--- config.mk ---
export PLATFORM = sky130hd
export DESIGN_NAME = double_ended_queue_unit
export DESIGN_NICKNAME = d
export VERILOG_FILES = /design/src/rtl/deq_pkg.sv /design/src/rtl/deq_ram.sv /design/src/rtl/double_ended_queue_unit.sv
export SDC_FILE = /design/constraint.sdc
export NUM_CORES = 1
export LEC_CHECK = 0
export ABC_CLOCK_PERIOD_IN_PS = 5800
export BUFFER_PORTS_ARGS = -buffer_cell sky130_fd_sc_hd__buf_4
export CAP_MARGIN = 20
export CORE_MARGIN = 3
export CORE_UTILIZATION = 49
export CTS_CLUSTER_DIAMETER = 50
export DETAILED_ROUTE_END_ITERATION = 10
export PLACE_DENSITY = 0.64
export RECOVER_POWER = 50
export SYNTH_ARGS = -nofsm -noshare
export SYNTH_HDL_FRONTEND = slang
export SYNTH_SLANG_ARGS = --single-unit
--- constraint.sdc ---
create_clock -name clk -period 5.8 [get_ports clk]
set_input_delay 0.58 -clock clk [delete_from_list [all_inputs] [get_ports clk]]
set_output_delay 0.58 -clock clk [all_outputs]
set_load 0.02 [all_outputs]
--- src/rtl/deq_pkg.sv ---
// ----------------------------------------------------------------------------
// Double-ended queue package
// Shared constants, command and error codes, and ring index arithmetic.
// ----------------------------------------------------------------------------
package deq_pkg;

    // Ring capacity and the widths that follow from it.
    localparam int CAPACITY = 16;
    localparam int IDX_W    = (CAPACITY > 1) ? $clog2(CAPACITY) : 1;
    localparam int CNT_W    = $clog2(CAPACITY + 1);
    localparam int DATA_W   = 32;

    typedef logic [IDX_W-1:0]  idx_t;
    typedef logic [CNT_W-1:0]  cnt_t;
    typedef logic [DATA_W-1:0] data_t;

    // Command codes.
    typedef enum logic [2:0] {
        CMD_IDLE       = 3'd0,
        CMD_PUSH_FRONT = 3'd1,
        CMD_PUSH_BACK  = 3'd2,
        CMD_POP_FRONT  = 3'd3,
        CMD_POP_BACK   = 3'd4,
        CMD_CLEAR      = 3'd5
    } cmd_t;

    // Error codes.
    typedef enum logic [1:0] {
        ERR_OK    = 2'd0,
        ERR_EMPTY = 2'd1,
        ERR_FULL  = 2'd2
    } err_t;

    // Add an offset below CAPACITY to a ring index, wrapping modulo CAPACITY.
    function automatic idx_t ring_add(input idx_t base, input idx_t offset);
        logic [IDX_W:0] sum;
        sum = {1'b0, base} + {1'b0, offset};
        if (sum >= (IDX_W + 1)'(CAPACITY)) begin
            sum = sum - (IDX_W + 1)'(CAPACITY);
        end
        return sum[IDX_W-1:0];
    endfunction

endpackage

--- src/rtl/deq_ram.sv ---
// ----------------------------------------------------------------------------
// Generic RAM
// One write port and two read ports, with registered read data.
// ----------------------------------------------------------------------------
module deq_ram #(
    parameter int WIDTH = 32,
    parameter int DEPTH = 16
) (
    input  logic                     clk,
    input  logic                     we,
    input  logic [$clog2(DEPTH)-1:0] waddr,
    input  logic [WIDTH-1:0]         wdata,
    input  logic [$clog2(DEPTH)-1:0] raddr_a,
    input  logic [$clog2(DEPTH)-1:0] raddr_b,
    output logic [WIDTH-1:0]         rdata_a,
    output logic [WIDTH-1:0]         rdata_b
);

    logic [WIDTH-1:0] mem [DEPTH];

    // Write port.
    always_ff @(posedge clk)
    begin
        if (we)
        begin
            mem[waddr] <= wdata;
        end
    end

    // Registered read ports.
    always_ff @(posedge clk)
    begin
        rdata_a <= mem[raddr_a];
        rdata_b <= mem[raddr_b];
    end

endmodule

--- src/rtl/double_ended_queue_unit.sv ---
// ----------------------------------------------------------------------------
// Double-ended queue unit
// Bounded deque of signed 32-bit values kept in a ring buffer RAM.
// ----------------------------------------------------------------------------
//
// Channel   Direction  Handshake       Payload
// command   in         start / busy    command, data_value
// result    out        done (strobe)   front_value, back_value, element_count,
//                                      is_empty, is_full, error_code
//
// The accept cycle updates the pointers and writes a pushed value, the next
// cycle (ST_READ) reads the front and back slots from the RAM, and the
// registered read data is presented in ST_DONE.
// The result shows for one cycle with done high; a new command may be
// accepted in that same cycle, so a new command can start while the last result shows.
// After reset the deque is empty; slot contents need no clearing.
// The result receiver cannot stall the unit.
// ----------------------------------------------------------------------------
module double_ended_queue_unit (
    input  logic                 clk,
    input  logic                 rst_n,
    input  logic                 start,
    output logic                 busy,
    input  logic [2:0]           command,
    input  deq_pkg::data_t       data_value,
    output logic                 done,
    output deq_pkg::data_t       front_value,
    output deq_pkg::data_t       back_value,
    output deq_pkg::cnt_t        element_count,
    output logic                 is_empty,
    output logic                 is_full,
    output logic [1:0]           error_code
);
    import deq_pkg::*;

    typedef enum logic [2:0] {
        ST_IDLE = 3'b001,
        ST_READ = 3'b010,
        ST_DONE = 3'b100
    } state_t;

    state_t state_reg, state_next;
    idx_t   head_reg, head_next;
    cnt_t   count_reg, count_next;
    err_t   err_reg, err_next;

    logic   accept;
    logic   ram_we;
    idx_t   ram_waddr;
    idx_t   back_addr;
    data_t  rdata_front;
    data_t  rdata_back;
    logic   is_full_now;
    logic   is_empty_now;

    assign busy         = (state_reg == ST_READ);
    assign accept       = start && !busy;
    assign is_full_now  = (count_reg == cnt_t'(CAPACITY));
    assign is_empty_now = (count_reg == '0);

    // Command decode: pointer, count and write updates for an accepted transaction.
    always_comb
    begin
        head_next  = head_reg;
        count_next = count_reg;
        err_next   = err_reg;
        ram_we     = 1'b0;
        ram_waddr  = ring_add(head_reg, count_reg[IDX_W-1:0]);
        if (accept)
        begin
            err_next = ERR_OK;
            unique case (command)
                CMD_PUSH_FRONT:
                begin
                    if (is_full_now)
                    begin
                        err_next = ERR_FULL;
                    end
                    else
                    begin
                        head_next  = ring_add(head_reg, idx_t'(CAPACITY - 1));
                        ram_waddr  = head_next;
                        ram_we     = 1'b1;
                        count_next = count_reg + cnt_t'(1);
                    end
                end
                CMD_PUSH_BACK:
                begin
                    if (is_full_now)
                    begin
                        err_next = ERR_FULL;
                    end
                    else
                    begin
                        ram_we     = 1'b1;
                        count_next = count_reg + cnt_t'(1);
                    end
                end
                CMD_POP_FRONT:
                begin
                    if (is_empty_now)
                    begin
                        err_next = ERR_EMPTY;
                    end
                    else
                    begin
                        head_next  = ring_add(head_reg, idx_t'(1));
                        count_next = count_reg - cnt_t'(1);
                    end
                end
                CMD_POP_BACK:
                begin
                    if (is_empty_now)
                    begin
                        err_next = ERR_EMPTY;
                    end
                    else
                    begin
                        count_next = count_reg - cnt_t'(1);
                    end
                end
                CMD_CLEAR:
                begin
                    head_next  = '0;
                    count_next = '0;
                end
                default:
                begin
                end
            endcase
        end
    end

    // Sequencer: accept, read the end slots, present the result.
    always_comb
    begin
        state_next = state_reg;
        unique case (state_reg)
            ST_IDLE:
            begin
                if (accept)
                begin
                    state_next = ST_READ;
                end
            end
            ST_READ:
            begin
                state_next = ST_DONE;
            end
            ST_DONE:
            begin
                state_next = accept ? ST_READ : ST_IDLE;
            end
            default:
            begin
                state_next = ST_IDLE;
            end
        endcase
    end

    // Control registers.
    always_ff @(posedge clk or negedge rst_n)
    begin
        if (!rst_n)
        begin
            state_reg <= ST_IDLE;
            head_reg  <= '0;
            count_reg <= '0;
            err_reg   <= ERR_OK;
        end
        else
        begin
            state_reg <= state_next;
            head_reg  <= head_next;
            count_reg <= count_next;
            err_reg   <= err_next;
        end
    end

    // The rear slot sits count - 1 places past the head.
    assign back_addr = ring_add(head_reg, idx_t'(count_reg - cnt_t'(1)));

    deq_ram #(
        .WIDTH (DATA_W),
        .DEPTH (CAPACITY)
    ) u_slot_ram (
        .clk     (clk),
        .we      (ram_we),
        .waddr   (ram_waddr),
        .wdata   (data_value),
        .raddr_a (head_reg),
        .raddr_b (back_addr),
        .rdata_a (rdata_front),
        .rdata_b (rdata_back)
    );

    // Result ports; the end values read as all ones when the deque is empty.
    assign done          = (state_reg == ST_DONE);
    assign front_value   = is_empty_now ? '1 : rdata_front;
    assign back_value    = is_empty_now ? '1 : rdata_back;
    assign element_count = count_reg;
    assign is_empty      = is_empty_now;
    assign is_full       = is_full_now;
    assign error_code    = err_reg;

endmodule

==> impl_metrics.json, run 1 <==
{
  "outcome": "complete, but fails checks",
  "failed_checks": "max-capacitance violations, max-slew violations",
  "clk_pin_slew_ns": 0.06,
  "cap_violations": 2,
  "wl_per_cell_um": 28.61,
  "grt_usage_pct": 24.21,
  "slew_viol_final": 80,
  "place.gp.congestion": 0.7869,
  "cp-end-kind": "flip-flop",
  "met1_usage_pct": 34.76,
  "synthCells": 1509,
  "largest_reg_flops": 512,
  "path_delay_family": "buffers and inverters",
  "drive_gt1_share_pct": 28.16,
  "path_cells": "clkbuf_2 -> ha_1 -> inv_1 -> fa_1 -> xor2_1 -> a31oi_1 -> nor3_2 -> clkbuf_1",
  "ctsLongestPathBuffers": 3,
  "cts-htree-levels": 3,
  "reg2reg_slack_ns": 1.14,
  "fin_crit_sh_pct": 80.35,
  "ys_seq_area_share_pct": 64.06,
  "top_register": "u_slot_ram.mem",
  "placed_cells": 2252,
  "max_freq_mhz": 214.6,
  "rsz0062_at_grt": "no",
  "grt_start_max_net_pins": 68,
  "cp_max_fo": 58,
  "hold_viol_final": 0,
  "min_period_ns": 4.660,
  "synth.most_common_cell": "edfxtp_1",
  "synth_edf_count": 512,
  "synth_ff_type": "edfxtp_1",
  "crit_start": "head_reg[0]",
  "reg2reg_to": "u_slot_ram.mem[8][16]",
  "syn_area_um2": 26550,
  "cp.depth": 8,
  "detail_route.iter0.violations": 1639,
  "finalSetupViolations": 0,
  "synth_top_cell_area_share_pct": 57.91,
  "synth_nets": 1560,
  "grt.met2_usage_pct": 38.07,
  "synth.avg_cell_area_um2": 17.59,
  "critical-path-max-stage-delay_ns": 1.44,
  "ys_types": 56,
  "top_regs": "u_slot_ram.mem x512, u_slot_ram.rdata_a x32, u_slot_ram.rdata_b x32",
  "ios": 113,
  "seqCellArea_um2": 17020,
  "timing.rr.start": "head_reg[0]",
  "yosys-top-cells-area": "edfxtp_1 (58%), mux4_2 (20%), dfxtp_1 (4.8%), mux2i_1 (2.0%), nand2_1 (1.7%)",
  "start_util_pct": 50.02,
  "synth-seq-cells": 590,
  "num_rows": 84,
  "core_area_um2": 53080,
  "detail_route.vias_per_cell": 6.479,
  "vias": 15430,
  "async_flop_share_pct": 2.373,
  "fin_cells": 2382,
  "use_met3_pct": 5.053,
  "clock_skew_ns": 0.02817,
  "die_w_um": 238.8,
  "syn_to_final_growth_pct": 14.23,
  "routed_wl_um": 68140,
  "cpMaxStageDelayCell": "clkbuf_2",
  "grt-busiest-layer": "met2",
  "ys_warn_count": 0,
  "cp-start-kind": "flip-flop",
  "ant_nets": 0,
  "crit_required_ns": 6.01,
  "cp_data_arrival_time_ns": 4.87,
  "cts_buffers": 69,
  "fill_cells": 4044,
  "hold_path.class": "input port to flip-flop",
  "tns_ns": 0,
  "final_cell_area_um2": 30330,
  "first_pass_iters": 5,
  "cts_tree": "built",
  "hpwl_um": 39020,
  "clkLatencyLatePin_ns": 0.61,
  "crit_end": "u_slot_ram.mem[8][16]",
  "clock-root-buffer": "clkbuf_16",
  "die_area_um2": 57010,
  "critPathKind": "flip-flop to flip-flop",
  "placed_cell_area_um2": 28330,
  "relSlewSlack_pct": -36.30,
  "cts_num_sinks": 590,
  "cts_resized": 0,
  "drc": 0,
  "grt_pass1_wl_um": 101700,
  "netlist_top_cells_count": "edfxtp_1 (512), mux4_2 (241), nand2_1 (119), nand2b_1 (66), dfxtp_1 (64)",
  "fin_nets": 1690,
  "grt_antenna_before_repair": 3,
  "first_global_vias": 15830,
  "tightest_slew_ns": 2.045,
  "rr_worst_depth": 8,
  "overflow": 0,
  "yosysTopAreaCell": "edfxtp_1",
  "multi_input_area_um2": 9149,
  "crit_buf_inv": 3,
  "portBuffers": 112,
  "antenna_cells": 0,
  "dieHeight_um": 238.8
}
layout by cell type (no fill, tap or decap), types with 36 or more instances in the layout:
master,n
a31oi_1,36
buf_4,95
clkbuf_1,80
clkbuf_16,71
dfxtp_1,64
edfxtp_1,512
mux2i_1,52
mux4_2,241
nand2_1,119
nand2b_1,66
area by class of cell:
class	instances	area share, %
Timing Repair Buffer	168	3.494
Inverter	14	0.1733
Clock inverter	40	1.106
Multi-Input combinational cell	796	30.16
Tap cell	688	2.838
Clock buffer	86	6.110
Sequential cell	590	56.11
stage by stage:
step / utilization, % / worst slack [ns] / hold WS, ns
6_report: 57.14 / 1.140 / 0.2905
5_1_grt: 57.14 / 0.8464 / 0.2867
4_1_cts: 57.52 / 1.762 / 0.2418
3_5_place_dp: 53.38 / 1.803 / 0.4493
3_3_place_gp: 53.38 / 1.875 / 0.4429
2_1_floorplan: - / 0.9926 / 0.2844
metal layers:
metal / up-vias / share of wire [%]
li1: 6460 / -
met1: 8176 / 42
met2: 688 / 48
met3: 102 / 7.9
met4: 6 / 2.1
met5: - / 0.059
how the worst min path moves through the flow:
stage,start,endpoint,slack (ns),depth (start not counted)
global placement,state_reg[1],state_reg[1],0.44,1
global route,start,state_reg[1],0.29,2
CTS,data_value[21],u_slot_ram.mem[2][21],0.24,1
detailed placement,rst_n,element_count[2],0.45,1
finish,start,state_reg[1],0.29,2
floorplan,rst_n,element_count[0],0.28,0
cells by family (layout without fill, tap and decap cells):
family	count (synthesis)	count (layout)	share of synthesized area (%)
adders and majority gates	13	13	0.6692
muxes	293	293	22.40
and+or+nand+nor	295	295	5.683
xor gates and xnor gates	14	14	0.4901
AOI/OAI and AO/OA	181	181	4.647
DFF	590	590	64.06
buffers and inverters	123	308	2.050
what timing repair did:
item                                   CTS  global route
buffers inserted                         0             0
hold buffers                             1             0
endpoints found under the hold margin   13             0
Power of run 1 is not shown: default switching activity piles up to over one toggle a cycle in this logic, so the estimate is an artifact.
==> run 2: changes to the inputs <==
- ABC_CLOCK_PERIOD_IN_PS: 5800 -> 4200
- PLACE_DENSITY: 0.64 -> 0.66
- clock period: 5.8 -> 4.2 ns (I/O delays scaled with it)
==> impl_metrics.json, run 2 (synthesis results as in run 1) <==
{
  "top_regs": "u_slot_ram.mem x512, u_slot_ram.rdata_a x32, u_slot_ram.rdata_b x32",
  "critPathKind": "flip-flop to flip-flop",
  "relSlewSlack_pct": -35.30,
  "drc": 0,
  "fill_cells": 4006,
  "path_delay_family": "buffers and inverters",
  "ant_nets": 0,
  "detail_route.vias_per_cell": 6.508,
  "grt_pass1_wl_um": 100400,
  "grt_usage_pct": 23.95,
  "postCtsSetupBuffers": 0,
  "fin_crit_sh_pct": 85.44,
  "cts-htree-levels": 3,
  "wl_per_cell_um": 28.21,
  "met1_usage_pct": 34.10,
  "antenna_cells": 0,
  "cpMaxStageDelayCell": "clkbuf_2",
  "cts_tree": "built",
  "failed_checks": "max-capacitance violations, max-slew violations",
  "outcome": "complete, but fails checks",
  "min_period_ns": 3.589,
  "die_area_um2": 57010,
  "final_cell_area_um2": 30570,
  "crit_required_ns": 4.65,
  "drive_gt1_share_pct": 28.60,
  "cp_max_fo": 36,
  "die_w_um": 238.8,
  "grt_start_max_net_pins": 94,
  "top_register": "u_slot_ram.mem",
  "cts_buffers": 67,
  "tightest_slew_ns": 2.029,
  "first_global_vias": 15650,
  "cp_data_arrival_time_ns": 4.04,
  "overflow": 0,
  "first_pass_iters": 6,
  "hold_viol_final": 0,
  "place.gp.congestion": 0.7992,
  "ios": 113,
  "portBuffers": 112,
  "finalSetupViolations": 0,
  "hold_path.class": "input port to flip-flop",
  "hpwl_um": 37190,
  "preCtsSetupSlack_ns": 0.8154,
  "grt.met2_usage_pct": 37.70,
  "ctsLongestPathBuffers": 3,
  "final_common_cell": "edfxtp_1",
  "tns_ns": 0,
  "syn_to_final_growth_pct": 15.16,
  "grt_antenna_before_repair": 3,
  "cap_violations": 1,
  "seqCellArea_um2": 17020,
  "path_cells": "buf_4 -> clkbuf_2 -> mux4_2 -> mux4_2",
  "max_freq_mhz": 278.7,
  "clock-root-buffer": "clkbuf_16",
  "largest_reg_flops": 512,
  "clkLatencyLatePin_ns": 0.59,
  "critical-path-max-stage-delay_ns": 1.15,
  "crit_buf_inv": 2,
  "cp-start-kind": "flip-flop",
  "use_met3_pct": 4.915,
  "cts_resized": 0,
  "detail_route.iter0.violations": 1850,
  "slew_viol_final": 94,
  "grt-busiest-layer": "met2",
  "core_area_um2": 53080,
  "crit_path_frequent_cell": "mux4_2",
  "cts_num_sinks": 590,
  "finalWorstSetupSlack_ns": 0.6115,
  "placed_cell_area_um2": 28530,
  "postCtsHoldBufs": 1,
  "vias": 15470,
  "start_util_pct": 50.02,
  "routed_wl_um": 67060,
  "timing.hold.ws_ns": 0.1613,
  "clk_pin_slew_ns": 0.05,
  "final_cell_mix": "edfxtp_1 (512), mux4_2 (241), nand2_1 (119)",
  "cp-end-kind": "flip-flop",
  "rsz0062_at_grt": "no",
  "num_rows": 84,
  "dieHeight_um": 238.8,
  "multi_input_area_um2": 9215,
  "fin_nets": 1687,
  "clock_skew_ns": 0.01577
}
-- run 2: cell types whose count changed in the layout (fill, tap and decap cells not counted), sizes merged --
cell	before	now
inv	23	21
clkinv	25	18
buf	98	108
clkinvlp	2	1
bufinv	4	6
clkbuf	155	148
-- run 2: layout make-up --
type	instances	area share [%]
Sequential cell	590	55.65
Multi-Input combinational cell	796	30.14
Clock buffer	90	6.314
Timing Repair Buffer	167	3.781
Tap cell	688	2.816
Clock inverter	32	1.125
Inverter	14	0.1719
-- run 2: worst paths after layout --
path                                           to  slack, ns  depth (start not counted)         start
min reg2reg                          state_reg[1]       0.48                          1  state_reg[1]
min in group asynchronous             head_reg[0]       0.43                          2         rst_n
max                        u_slot_ram.rdata_a[25]       0.61                          4   head_reg[0]
max in group asynchronous             head_reg[1]       3.19                          2         rst_n
min                                  state_reg[1]       0.16                          2         start
max reg2reg                u_slot_ram.rdata_a[25]       0.61                          4   head_reg[0]
-- run 2: per-stage QoR --
step,cells,utilization [%]
2_1_floorplan,1509,-
3_3_place_gp,2254,53.75
3_5_place_dp,2254,53.75
4_1_cts,2377,58.05
5_1_grt,2377,57.60
6_report,2377,57.60
-- run 2: per-layer routing --
layer | up-vias | share of wire (%)
li1 | 6461 | -
met3 | 137 | 9.2
met4 | 6 | 2.6
met5 | - | 0.048
met2 | 792 | 48
met1 | 8074 | 40
Power of run 2 is left out for the same reason.
